--- src/design/owm_pkg.sv ---
// Shared types, codes and constants of the one-wire bus master.
// No dependencies; every other file of the block but owm_fifo imports this package.
package owm_pkg;

  // Configuration registers
  localparam int unsigned RegCount = 8;
  localparam int unsigned RegW     = 10;
  localparam int unsigned RegIdxW  = 3;

  // Default timer width and queue depth
  localparam int unsigned TimerBitsDef = 10;
  localparam int unsigned QueueDepth   = 2;

  typedef enum logic [RegIdxW-1:0] {
    REG_RESET_LOW     = 3'd0,
    REG_PRESENCE_WAIT = 3'd1,
    REG_RESET_TAIL    = 3'd2,
    REG_SLOT_LOW      = 3'd3,
    REG_READ_SAMPLE   = 3'd4,
    REG_READ_TAIL     = 3'd5,
    REG_WRITE_HOLD    = 3'd6,
    REG_RECOVERY      = 3'd7
  } reg_idx_e;

  localparam logic [RegW-1:0] RegDefaults [RegCount] = '{
    10'd480, 10'd100, 10'd380, 10'd2, 10'd10, 10'd49, 10'd58, 10'd10
  };

  typedef enum logic [2:0] {
    OP_RESET      = 3'd0,
    OP_WRITE_BIT  = 3'd1,
    OP_READ_BIT   = 3'd2,
    OP_WRITE_BYTE = 3'd3,
    OP_READ_BYTE  = 3'd4
  } op_e;

  typedef enum logic [3:0] {
    PH_IDLE       = 4'd0,
    PH_RST_LOW    = 4'd1,
    PH_RST_WAIT   = 4'd2,
    PH_RST_TAIL   = 4'd3,
    PH_SLOT_LOW   = 4'd4,
    PH_READ_WAIT  = 4'd5,
    PH_READ_TAIL  = 4'd6,
    PH_WRITE_HOLD = 4'd7,
    PH_RECOVERY   = 4'd8
  } phase_e;

  // One bus tick as it arrives
  typedef struct packed {
    logic       start_req;
    logic [2:0] op;
    logic [7:0] data_byte;
    logic       line_level;
  } in_item_t;

  // One tick after classification: start only if the opcode is legal
  typedef struct packed {
    logic       start;
    op_e        op;
    logic [7:0] data_byte;
    logic       line_level;
  } cmd_t;

  // Bus state reported after each tick
  typedef struct packed {
    logic       drive_low;
    logic       busy_res;
    logic       done_res;
    logic       presence;
    logic [7:0] read_data;
  } out_item_t;

endpackage

--- src/design/one_wire_bus_master.sv ---
// One-wire bus master. Each pushed item is one bus tick (one microsecond) carrying an
// optional command and the sampled line level; each tick yields exactly one result
// with the open-drain drive, busy, done, presence and last read data, in push order.
// One item per cycle is sustained while the result queue has room; a pushed item is
// registered in the input queue, then the sequencer works on the queue head in the
// cycle that writes the result queue. Slot timings come from eight 10-bit tick-count
// registers, which the user writes at idle; the block itself does not enforce this.
// Depends on owm_pkg, owm_fifo, owm_front and owm_seq.
module one_wire_bus_master #(
  parameter int unsigned TimerBits  = owm_pkg::TimerBitsDef,
  parameter int unsigned QueueDepth = owm_pkg::QueueDepth
) (
  input  logic                        clk_i,
  input  logic                        rst_ni,
  input  logic                        push,
  input  owm_pkg::in_item_t           in_item_i,
  output logic                        full,
  output logic                        empty,
  input  logic                        pop,
  output owm_pkg::out_item_t          out_item_o,
  input  logic                        cfg_we_i,
  input  logic [owm_pkg::RegIdxW-1:0] cfg_idx_i,
  input  logic [owm_pkg::RegW-1:0]    cfg_wdata_i
);
  import owm_pkg::*;

  cmd_t      cmd;
  logic      cmd_empty, cmd_take, res_full, res_push;
  out_item_t res;

  owm_front #(
    .Depth (QueueDepth)
  ) u_front (
    .clk_i       (clk_i),
    .rst_ni      (rst_ni),
    .push_i      (push),
    .in_item_i   (in_item_i),
    .full_o      (full),
    .cmd_pop_i   (cmd_take),
    .cmd_o       (cmd),
    .cmd_empty_o (cmd_empty)
  );

  owm_seq #(
    .TimerBits (TimerBits)
  ) u_seq (
    .clk_i        (clk_i),
    .rst_ni       (rst_ni),
    .cfg_we_i     (cfg_we_i),
    .cfg_idx_i    (cfg_idx_i),
    .cfg_wdata_i  (cfg_wdata_i),
    .tick_valid_i (!cmd_empty),
    .cmd_i        (cmd),
    .tick_take_o  (cmd_take),
    .res_full_i   (res_full),
    .res_push_o   (res_push),
    .res_o        (res)
  );

  // Queue results toward the consumer
  owm_fifo #(
    .ItemT (out_item_t),
    .Depth (QueueDepth)
  ) u_res_fifo (
    .clk_i   (clk_i),
    .rst_ni  (rst_ni),
    .push_i  (res_push),
    .wdata_i (res),
    .full_o  (res_full),
    .pop_i   (pop),
    .rdata_o (out_item_o),
    .empty_o (empty)
  );

endmodule

--- src/design/owm_fifo.sv ---
// Small synchronous queue carrying one packed item type.
// Depends on nothing; used between the front, the sequencer and the result side.
module owm_fifo #(
  parameter type         ItemT = logic,
  parameter int unsigned Depth = 2
) (
  input  logic clk_i,
  input  logic rst_ni,
  input  logic push_i,
  input  ItemT wdata_i,
  output logic full_o,
  input  logic pop_i,
  output ItemT rdata_o,
  output logic empty_o
);

  localparam int unsigned PtrW = (Depth > 1) ? $clog2(Depth) : 1;
  localparam int unsigned CntW = $clog2(Depth + 1);

  ItemT            mem_q [Depth];
  logic [PtrW-1:0] wr_ptr_q, wr_ptr_d;
  logic [PtrW-1:0] rd_ptr_q, rd_ptr_d;
  logic [CntW-1:0] count_q, count_d;
  logic            do_push, do_pop;

  assign full_o  = (count_q == CntW'(Depth));
  assign empty_o = (count_q == '0);
  assign do_push = push_i && !full_o;
  assign do_pop  = pop_i && !empty_o;
  assign rdata_o = mem_q[rd_ptr_q];

  // Advance pointers with wrap at the depth
  always_comb begin
    wr_ptr_d = wr_ptr_q;
    rd_ptr_d = rd_ptr_q;
    count_d  = count_q;
    if (do_push) begin
      wr_ptr_d = (wr_ptr_q == PtrW'(Depth - 1)) ? '0 : wr_ptr_q + 1'b1;
    end
    if (do_pop) begin
      rd_ptr_d = (rd_ptr_q == PtrW'(Depth - 1)) ? '0 : rd_ptr_q + 1'b1;
    end
    if (do_push && !do_pop) begin
      count_d = count_q + 1'b1;
    end else if (do_pop && !do_push) begin
      count_d = count_q - 1'b1;
    end
  end

  always_ff @(posedge clk_i or negedge rst_ni) begin
    if (!rst_ni) begin
      wr_ptr_q <= '0;
      rd_ptr_q <= '0;
      count_q  <= '0;
    end else begin
      wr_ptr_q <= wr_ptr_d;
      rd_ptr_q <= rd_ptr_d;
      count_q  <= count_d;
    end
  end

  // Store payload, no reset needed
  always_ff @(posedge clk_i) begin
    if (do_push) begin
      mem_q[wr_ptr_q] <= wdata_i;
    end
  end

endmodule

--- src/design/owm_front.sv ---
// Front end: classifies incoming ticks and queues them for the sequencer.
// Depends on owm_pkg and owm_fifo.
module owm_front #(
  parameter int unsigned Depth = owm_pkg::QueueDepth
) (
  input  logic              clk_i,
  input  logic              rst_ni,
  input  logic              push_i,
  input  owm_pkg::in_item_t in_item_i,
  output logic              full_o,
  input  logic              cmd_pop_i,
  output owm_pkg::cmd_t     cmd_o,
  output logic              cmd_empty_o
);
  import owm_pkg::*;

  cmd_t cmd_in;

  // Drop start requests with an illegal opcode
  always_comb begin
    cmd_in.line_level = in_item_i.line_level;
    cmd_in.data_byte  = in_item_i.data_byte;
    if (in_item_i.op <= OP_READ_BYTE) begin
      cmd_in.start = in_item_i.start_req;
      cmd_in.op    = op_e'(in_item_i.op);
    end else begin
      cmd_in.start = 1'b0;
      cmd_in.op    = OP_RESET;
    end
  end

  owm_fifo #(
    .ItemT (cmd_t),
    .Depth (Depth)
  ) u_cmd_fifo (
    .clk_i   (clk_i),
    .rst_ni  (rst_ni),
    .push_i  (push_i),
    .wdata_i (cmd_in),
    .full_o  (full_o),
    .pop_i   (cmd_pop_i),
    .rdata_o (cmd_o),
    .empty_o (cmd_empty_o)
  );

endmodule

--- src/design/owm_seq.sv ---
// Back end: bus slot sequencer with timing registers.
// One tick per cycle while the result queue has room; depends on owm_pkg.
module owm_seq #(
  parameter int unsigned TimerBits = owm_pkg::TimerBitsDef
) (
  input  logic                          clk_i,
  input  logic                          rst_ni,
  input  logic                          cfg_we_i,
  input  logic [owm_pkg::RegIdxW-1:0]   cfg_idx_i,
  input  logic [owm_pkg::RegW-1:0]      cfg_wdata_i,
  input  logic                          tick_valid_i,
  input  owm_pkg::cmd_t                 cmd_i,
  output logic                          tick_take_o,
  input  logic                          res_full_i,
  output logic                          res_push_o,
  output owm_pkg::out_item_t            res_o
);
  import owm_pkg::*;

  localparam int unsigned CmpW = (TimerBits > RegW) ? TimerBits : RegW;
  localparam logic [CmpW-1:0] TimerMax = CmpW'((64'd1 << TimerBits) - 64'd1);

  logic [RegW-1:0]      regs_q [RegCount];
  phase_e               phase_q, phase_d, phase_e0;
  logic [TimerBits-1:0] timer_q, timer_d, timer_e0, timer_inc;
  logic [2:0]           bit_idx_q, bit_idx_d, bit_idx_e0;
  logic [7:0]           shreg_q, shreg_d, shreg_e0;
  op_e                  op_q, op_d, op_e0;
  logic                 pres_q, pres_d;
  logic [7:0]           rhold_q, rhold_d;
  logic                 start_ok, drive, busy, done;
  reg_idx_e             dur_sel;
  logic [CmpW-1:0]      dur_raw, dur;

  assign tick_take_o = tick_valid_i && !res_full_i;
  assign res_push_o  = tick_take_o;

  // Launch a command on an idle tick
  always_comb begin
    start_ok   = cmd_i.start && (phase_q == PH_IDLE);
    phase_e0   = phase_q;
    op_e0      = op_q;
    shreg_e0   = shreg_q;
    bit_idx_e0 = bit_idx_q;
    timer_e0   = timer_q;
    if (start_ok) begin
      phase_e0   = (cmd_i.op == OP_RESET) ? PH_RST_LOW : PH_SLOT_LOW;
      op_e0      = cmd_i.op;
      shreg_e0   = cmd_i.data_byte;
      bit_idx_e0 = '0;
      timer_e0   = '0;
    end
  end

  // Pick the phase length; zero acts as one, clamp to the timer range
  always_comb begin
    unique case (phase_e0)
      PH_RST_LOW:    dur_sel = REG_RESET_LOW;
      PH_RST_WAIT:   dur_sel = REG_PRESENCE_WAIT;
      PH_RST_TAIL:   dur_sel = REG_RESET_TAIL;
      PH_SLOT_LOW:   dur_sel = REG_SLOT_LOW;
      PH_READ_WAIT:  dur_sel = REG_READ_SAMPLE;
      PH_READ_TAIL:  dur_sel = REG_READ_TAIL;
      PH_WRITE_HOLD: dur_sel = REG_WRITE_HOLD;
      default:       dur_sel = REG_RECOVERY;
    endcase
    dur_raw = CmpW'(regs_q[dur_sel]);
    if (dur_raw == '0) begin
      dur = CmpW'(1);
    end else if (dur_raw > TimerMax) begin
      dur = TimerMax;
    end else begin
      dur = dur_raw;
    end
  end

  // Bus drive and busy for this tick
  always_comb begin
    busy = (phase_e0 != PH_IDLE);
    unique case (phase_e0)
      PH_RST_LOW, PH_SLOT_LOW: drive = 1'b1;
      PH_WRITE_HOLD:           drive = ~shreg_e0[0];
      default:                 drive = 1'b0;
    endcase
  end

  // Next state: count the phase, then move on at its end
  always_comb begin
    phase_d   = phase_e0;
    op_d      = op_e0;
    shreg_d   = shreg_e0;
    bit_idx_d = bit_idx_e0;
    timer_d   = timer_e0;
    pres_d    = pres_q;
    rhold_d   = rhold_q;
    done      = 1'b0;
    timer_inc = timer_e0 + 1'b1;
    if (busy) begin
      if (CmpW'(timer_inc) >= dur) begin
        timer_d = '0;
        unique case (phase_e0)
          PH_RST_LOW: phase_d = PH_RST_WAIT;
          PH_RST_WAIT: begin
            pres_d  = ~cmd_i.line_level;
            phase_d = PH_RST_TAIL;
          end
          PH_RST_TAIL: begin
            phase_d = PH_IDLE;
            done    = 1'b1;
          end
          PH_SLOT_LOW: begin
            phase_d = (op_e0 == OP_READ_BIT || op_e0 == OP_READ_BYTE) ?
                      PH_READ_WAIT : PH_WRITE_HOLD;
          end
          PH_READ_WAIT: begin
            shreg_d = {cmd_i.line_level, shreg_e0[7:1]};
            phase_d = PH_READ_TAIL;
          end
          PH_WRITE_HOLD: phase_d = PH_RECOVERY;
          PH_READ_TAIL, PH_RECOVERY: begin
            if (phase_e0 == PH_RECOVERY) begin
              shreg_d = {1'b0, shreg_e0[7:1]};
            end
            if ((op_e0 == OP_WRITE_BYTE || op_e0 == OP_READ_BYTE) &&
                (bit_idx_e0 != 3'd7)) begin
              bit_idx_d = bit_idx_e0 + 1'b1;
              phase_d   = PH_SLOT_LOW;
            end else begin
              if (op_e0 == OP_READ_BIT) begin
                rhold_d = {7'd0, shreg_d[7]};
              end else if (op_e0 == OP_READ_BYTE) begin
                rhold_d = shreg_d;
              end
              phase_d = PH_IDLE;
              done    = 1'b1;
            end
          end
          default: phase_d = PH_IDLE;
        endcase
      end else begin
        timer_d = timer_inc;
      end
    end
  end

  // Report the tick result
  always_comb begin
    res_o.drive_low = drive;
    res_o.busy_res  = busy;
    res_o.done_res  = done;
    res_o.presence  = pres_d;
    res_o.read_data = rhold_d;
  end

  // Hold timing registers; writes take effect at once
  always_ff @(posedge clk_i or negedge rst_ni) begin
    if (!rst_ni) begin
      for (int i = 0; i < RegCount; i++) begin
        regs_q[i] <= RegDefaults[i];
      end
    end else if (cfg_we_i) begin
      regs_q[cfg_idx_i] <= cfg_wdata_i;
    end
  end

  // Advance the sequencer on each taken tick
  always_ff @(posedge clk_i or negedge rst_ni) begin
    if (!rst_ni) begin
      phase_q   <= PH_IDLE;
      timer_q   <= '0;
      bit_idx_q <= '0;
      shreg_q   <= '0;
      op_q      <= OP_RESET;
      pres_q    <= 1'b0;
      rhold_q   <= '0;
    end else if (tick_take_o) begin
      phase_q   <= phase_d;
      timer_q   <= timer_d;
      bit_idx_q <= bit_idx_d;
      shreg_q   <= shreg_d;
      op_q      <= op_d;
      pres_q    <= pres_d;
      rhold_q   <= rhold_d;
    end
  end

endmodule
--- config.mk ---
export PLATFORM = sky130hd
export DESIGN_NAME = one_wire_bus_master
export DESIGN_NICKNAME = d
export VERILOG_FILES = /design/src/design/owm_pkg.sv /design/src/design/one_wire_bus_master.sv /design/src/design/owm_fifo.sv /design/src/design/owm_front.sv /design/src/design/owm_seq.sv
export SDC_FILE = /design/constraint.sdc
export NUM_CORES = 1
export LEC_CHECK = 0
export BUFFER_PORTS_ARGS = -buffer_cell sky130_fd_sc_hd__clkbuf_2
export CAP_MARGIN = 20
export CORE_MARGIN = 2
export CORE_UTILIZATION = 30
export DETAILED_ROUTE_END_ITERATION = 7
export PLACE_DENSITY = 0.5
export SYNTH_ARGS = -nofsm -noshare
export SYNTH_HDL_FRONTEND = slang
export SYNTH_SLANG_ARGS = --single-unit
--- constraint.sdc ---
create_clock -name clk_i -period 5.2 [get_ports clk_i]
set_input_delay 0.78 -clock clk_i [delete_from_list [all_inputs] [get_ports clk_i]]
set_output_delay 0.78 -clock clk_i [all_outputs]
set_load 0.005 [all_outputs]
==> flow_summary.ini <==
[status]
status = finished, final reports clean

[drt]
remaining_drc_errors = 0
final_routed_wirelength_across_all_metal_layers_um = 20200
num_vias = 5776
wl_per_cell_um = 16.9
avgViaCountPerCell = 4.82
initialDrtViolationCount = 368
final_antenna_net_count = 0
drt_pass1_iterations = 5

[logic_synthesis]
yosys-top-cells-area = dfrtp_1, edfxtp_1, mux2_2, dfstp_2, mux2i_1
synthTopCellsByCount = mux2_2, dfrtp_1, nand2_1
synth_ff_type = dfrtp_1
synth-warning-count = 0
postSynthRegisterBits = 175
post-synth-top-area-fraction = 0.287
synthDistinctLibCells = 68
leading_cell_type_by_number_of_instances_after_synthesis = mux2_2
seq_area_frac_synth = 0.535
synth.net_count = 793
syn-cell-area_um2 = 8720
syn_area_per_cell_um2 = 11.7
synthArstFlopShare = 0.714
synth_top_area_cell = dfrtp_1
edff_count_synth = 50
synthesis.instances = 747

[worst_setup_path]
startpoint_type_of_the_worst_setup_path = register
crit_fanout = 13
critPathKind = reg -> reg
critPathCaptureType = register
arrival_ns = 5.15
crit_required_ns = 5.53

[power]
share_seq_of_total_power = 0.352
sw_frac_of_total = 0.392
post-layout-total-power_mw = 5.96
power.leakage_nw = 4.11
power.net_switching_mw = 2.34
clock_power_share = 0.214
power_density_nw_per_um2 = 590
worst_ir_drop_vdd_v = 0.000237
comb_power_share = 0.434
cell_internal_pwr_mw = 3.62

[cts]
root_buffer = clkbuf_16
cts_max_level = 4
cts.sink_count = 175
numCtsBuffers = 17
path_clk_slew_ns = 0.08
tritoncts = built
max-clock-path-buffers = 2
holdBufCountCts = 0
latest_clock_arrival_within_the_worst_skew_pair_ns = 0.44

[die]
floorplan.initialDensity = 0.305
core-area_um2 = 28600
std_cell_rows = 62
die-width_um = 174
dieArea_um2 = 30400
dieHeight_um = 174
design.portCount = 45

[global_route]
grt_start_max_net_pins = 50
grt_first_pass_wirelength_um = 32900
grtUsageTotal = 0.138
grt_pass1_vias = 5727
grt_overflow = 0
antenna_found_initial = 0

[sta]
final.period_utilization = 0.928
timing.final.max_slew_violations = 0
final_critical_path_setup_slack_ns = 0.376
finalSetupViolations = 0
post-route-min-period_ns = 4.82
clock_skew_ns = 0.0306
grt_setup_unrepaired = false
tns_ns = 0
timing.slew.headroom = 0.319
tightest_slew_ns = 1.02
timing.fmax_ghz = 0.207
final_hold_viol_count = 0

[finish]
layout-drive-gt1-share = 0.311
antenna-diode-count = 0
numnets_final = 847
instances_no_fill = 1198
postLayoutCellArea_um2 = 10100
layout-area-overhead-vs-synth_pct = 15.8

[placed_design]
port-buffer-count = 44
dpl_worst_slack_ns = 0.267
gp_congestion = 0.794
detailed_place.area_um2 = 9500
dpl.cell_count = 1165
dp_hpwl_um = 14000

[worst_hold_path]
hold_path.class = in -> async

[flow_run]
max_cap_viol_count = 0
## stage by stage
stage | utilization | hold WS (ns)
floorplan | - | 0.450
global placement | 0.331 | 0.462
detailed placement | 0.332 | 0.471
CTS | 0.352 | 0.427
global route | 0.353 | 0.443
finish | 0.353 | 0.389
## cell families (layout without fill, tap and decap cells)
logic type,after synthesis,in the layout,share of synthesized area
XOR/XNOR,18,18,0.0181
buffers and inverters,50,117,0.0258
flip-flops,175,175,0.535
AND/OR/NAND/NOR,222,222,0.126
adder cells (fa/ha/maj),15,15,0.0215
AO/OA/AOI/OAI,125,125,0.0949
multiplexers,142,142,0.179
## state kept, by name (all words and copies together) (netlist names)
signal and count:
u_res_fifo.count_q 2, u_seq.shreg_q 8, u_res_fifo.rd_ptr_q 1, u_front.u_cmd_fifo.count_q 2, u_res_fifo.wr_ptr_q 1, u_seq.op_q 3, u_seq.timer_q 10, u_res_fifo.mem_q 24
u_seq.pres_q 1, u_seq.bit_idx_q 3, u_front.u_cmd_fifo.rd_ptr_q 1, u_front.u_cmd_fifo.wr_ptr_q 1, u_seq.rhold_q 8, u_seq.phase_q 4, u_front.u_cmd_fifo.mem_q 26, u_seq.regs_q 80
## power groups by stage
| stage | clock [mW] | sequential (mW) | combinational (mW) |
|---|---|---|---|
| after CTS | 1.31 | 2.10 | 2.61 |
| after global routing | 1.38 | 2.15 | 2.89 |
| after floorplan | 0 | 2.03 | 1.88 |
| after detailed placement | 0 | 2.13 | 2.60 |
| final | 1.28 | 2.10 | 2.59 |
| after global placement | 0 | 2.12 | 2.59 |
## path summary, 6_finish.rpt
path / cells past startpoint / startpoint / end / slack, ns
worst min-delay path: 1 / rst_ni / u_seq.bit_idx_q[2]$_DFFE_PN0P_ / 0.39
min in group clk_i: 2 / u_seq.shreg_q[7]$_DFFE_PN0P_ / u_seq.shreg_q[7]$_DFFE_PN0P_ / 0.49
max in group asynchronous: 2 / rst_ni / u_seq.regs_q[77]$_DFFE_PN1P_ / 3.80
worst max-delay path: 18 / u_front.u_cmd_fifo.rd_ptr_q$_DFFE_PN0P_ / u_seq.rhold_q[2]$_DFFE_PN0P_ / 0.38
worst min register to register: 2 / u_seq.shreg_q[7]$_DFFE_PN0P_ / u_seq.shreg_q[7]$_DFFE_PN0P_ / 0.49
worst max register to register: 18 / u_front.u_cmd_fifo.rd_ptr_q$_DFFE_PN0P_ / u_seq.rhold_q[2]$_DFFE_PN0P_ / 0.38
## critical path: stages, from the launching register on
cell and delay [ns]:
dfrtp_1 0.54, mux2i_1 0.42, nand3_2 0.28, o22ai_2 0.37, buf_4 0.27, a21oi_1 0.06
a221oi_1 0.29, a21oi_1 0.11, and4_1 0.17, a31o_2 0.24, ha_1 0.26, nand2b_1 0.09
a21o_1 0.11, a21oi_1 0.06, o211ai_1 0.20, nand2_1 0.21, a211o_1 0.41, or2_1 0.37
a22o_1 0.27
## layer usage
layer | vias up | part of all wire | global-route usage
met4 | 0 | 0.0066 | 0.0378
li1 | 2831 | - | -
met1 | 2869 | 0.51 | 0.202
met3 | 5 | 0.024 | 0.0217
met5 | - | 0 | 0
met2 | 71 | 0.46 | 0.212
## final cells by class
cell class | instances | area [um2]
multi-input cells | 522 | 3860
well taps | 384 | 480
fillers | 2826 | 18500
inverters | 12 | 45.0
clock buffers | 19 | 454
flip-flops and latches | 175 | 4660
repair buffers | 73 | 457
clock inverters | 13 | 135
## repair_timing
item                       4_1_cts  5_1_grt
resized for setup                0        1
setup endpoints to repair        0        8
buffers inserted                 0        0
## layout by cell type (no fill, tap or decap), drive strengths merged, types with 5 or more instances in the layout
cell type / netlist / routed
a21oi: 30 / 30
a22o: 15 / 15
a31oi: 5 / 5
and2: 7 / 7
and3: 5 / 5
buf: 17 / 30
clkbuf: 21 / 62
clkinv: 1 / 5
dfrtp: 100 / 100
dfstp: 25 / 25
edfxtp: 50 / 50
ha: 15 / 15
inv: 11 / 19
mux2: 101 / 101
mux2i: 41 / 41
nand2: 94 / 94
nand2b: 5 / 5
nand3: 23 / 23
nor2: 44 / 44
nor3: 15 / 15
o21ai: 37 / 37
o41ai: 5 / 5
xnor2: 13 / 13
xor2: 5 / 5
Power figures use the tool's default switching activity.
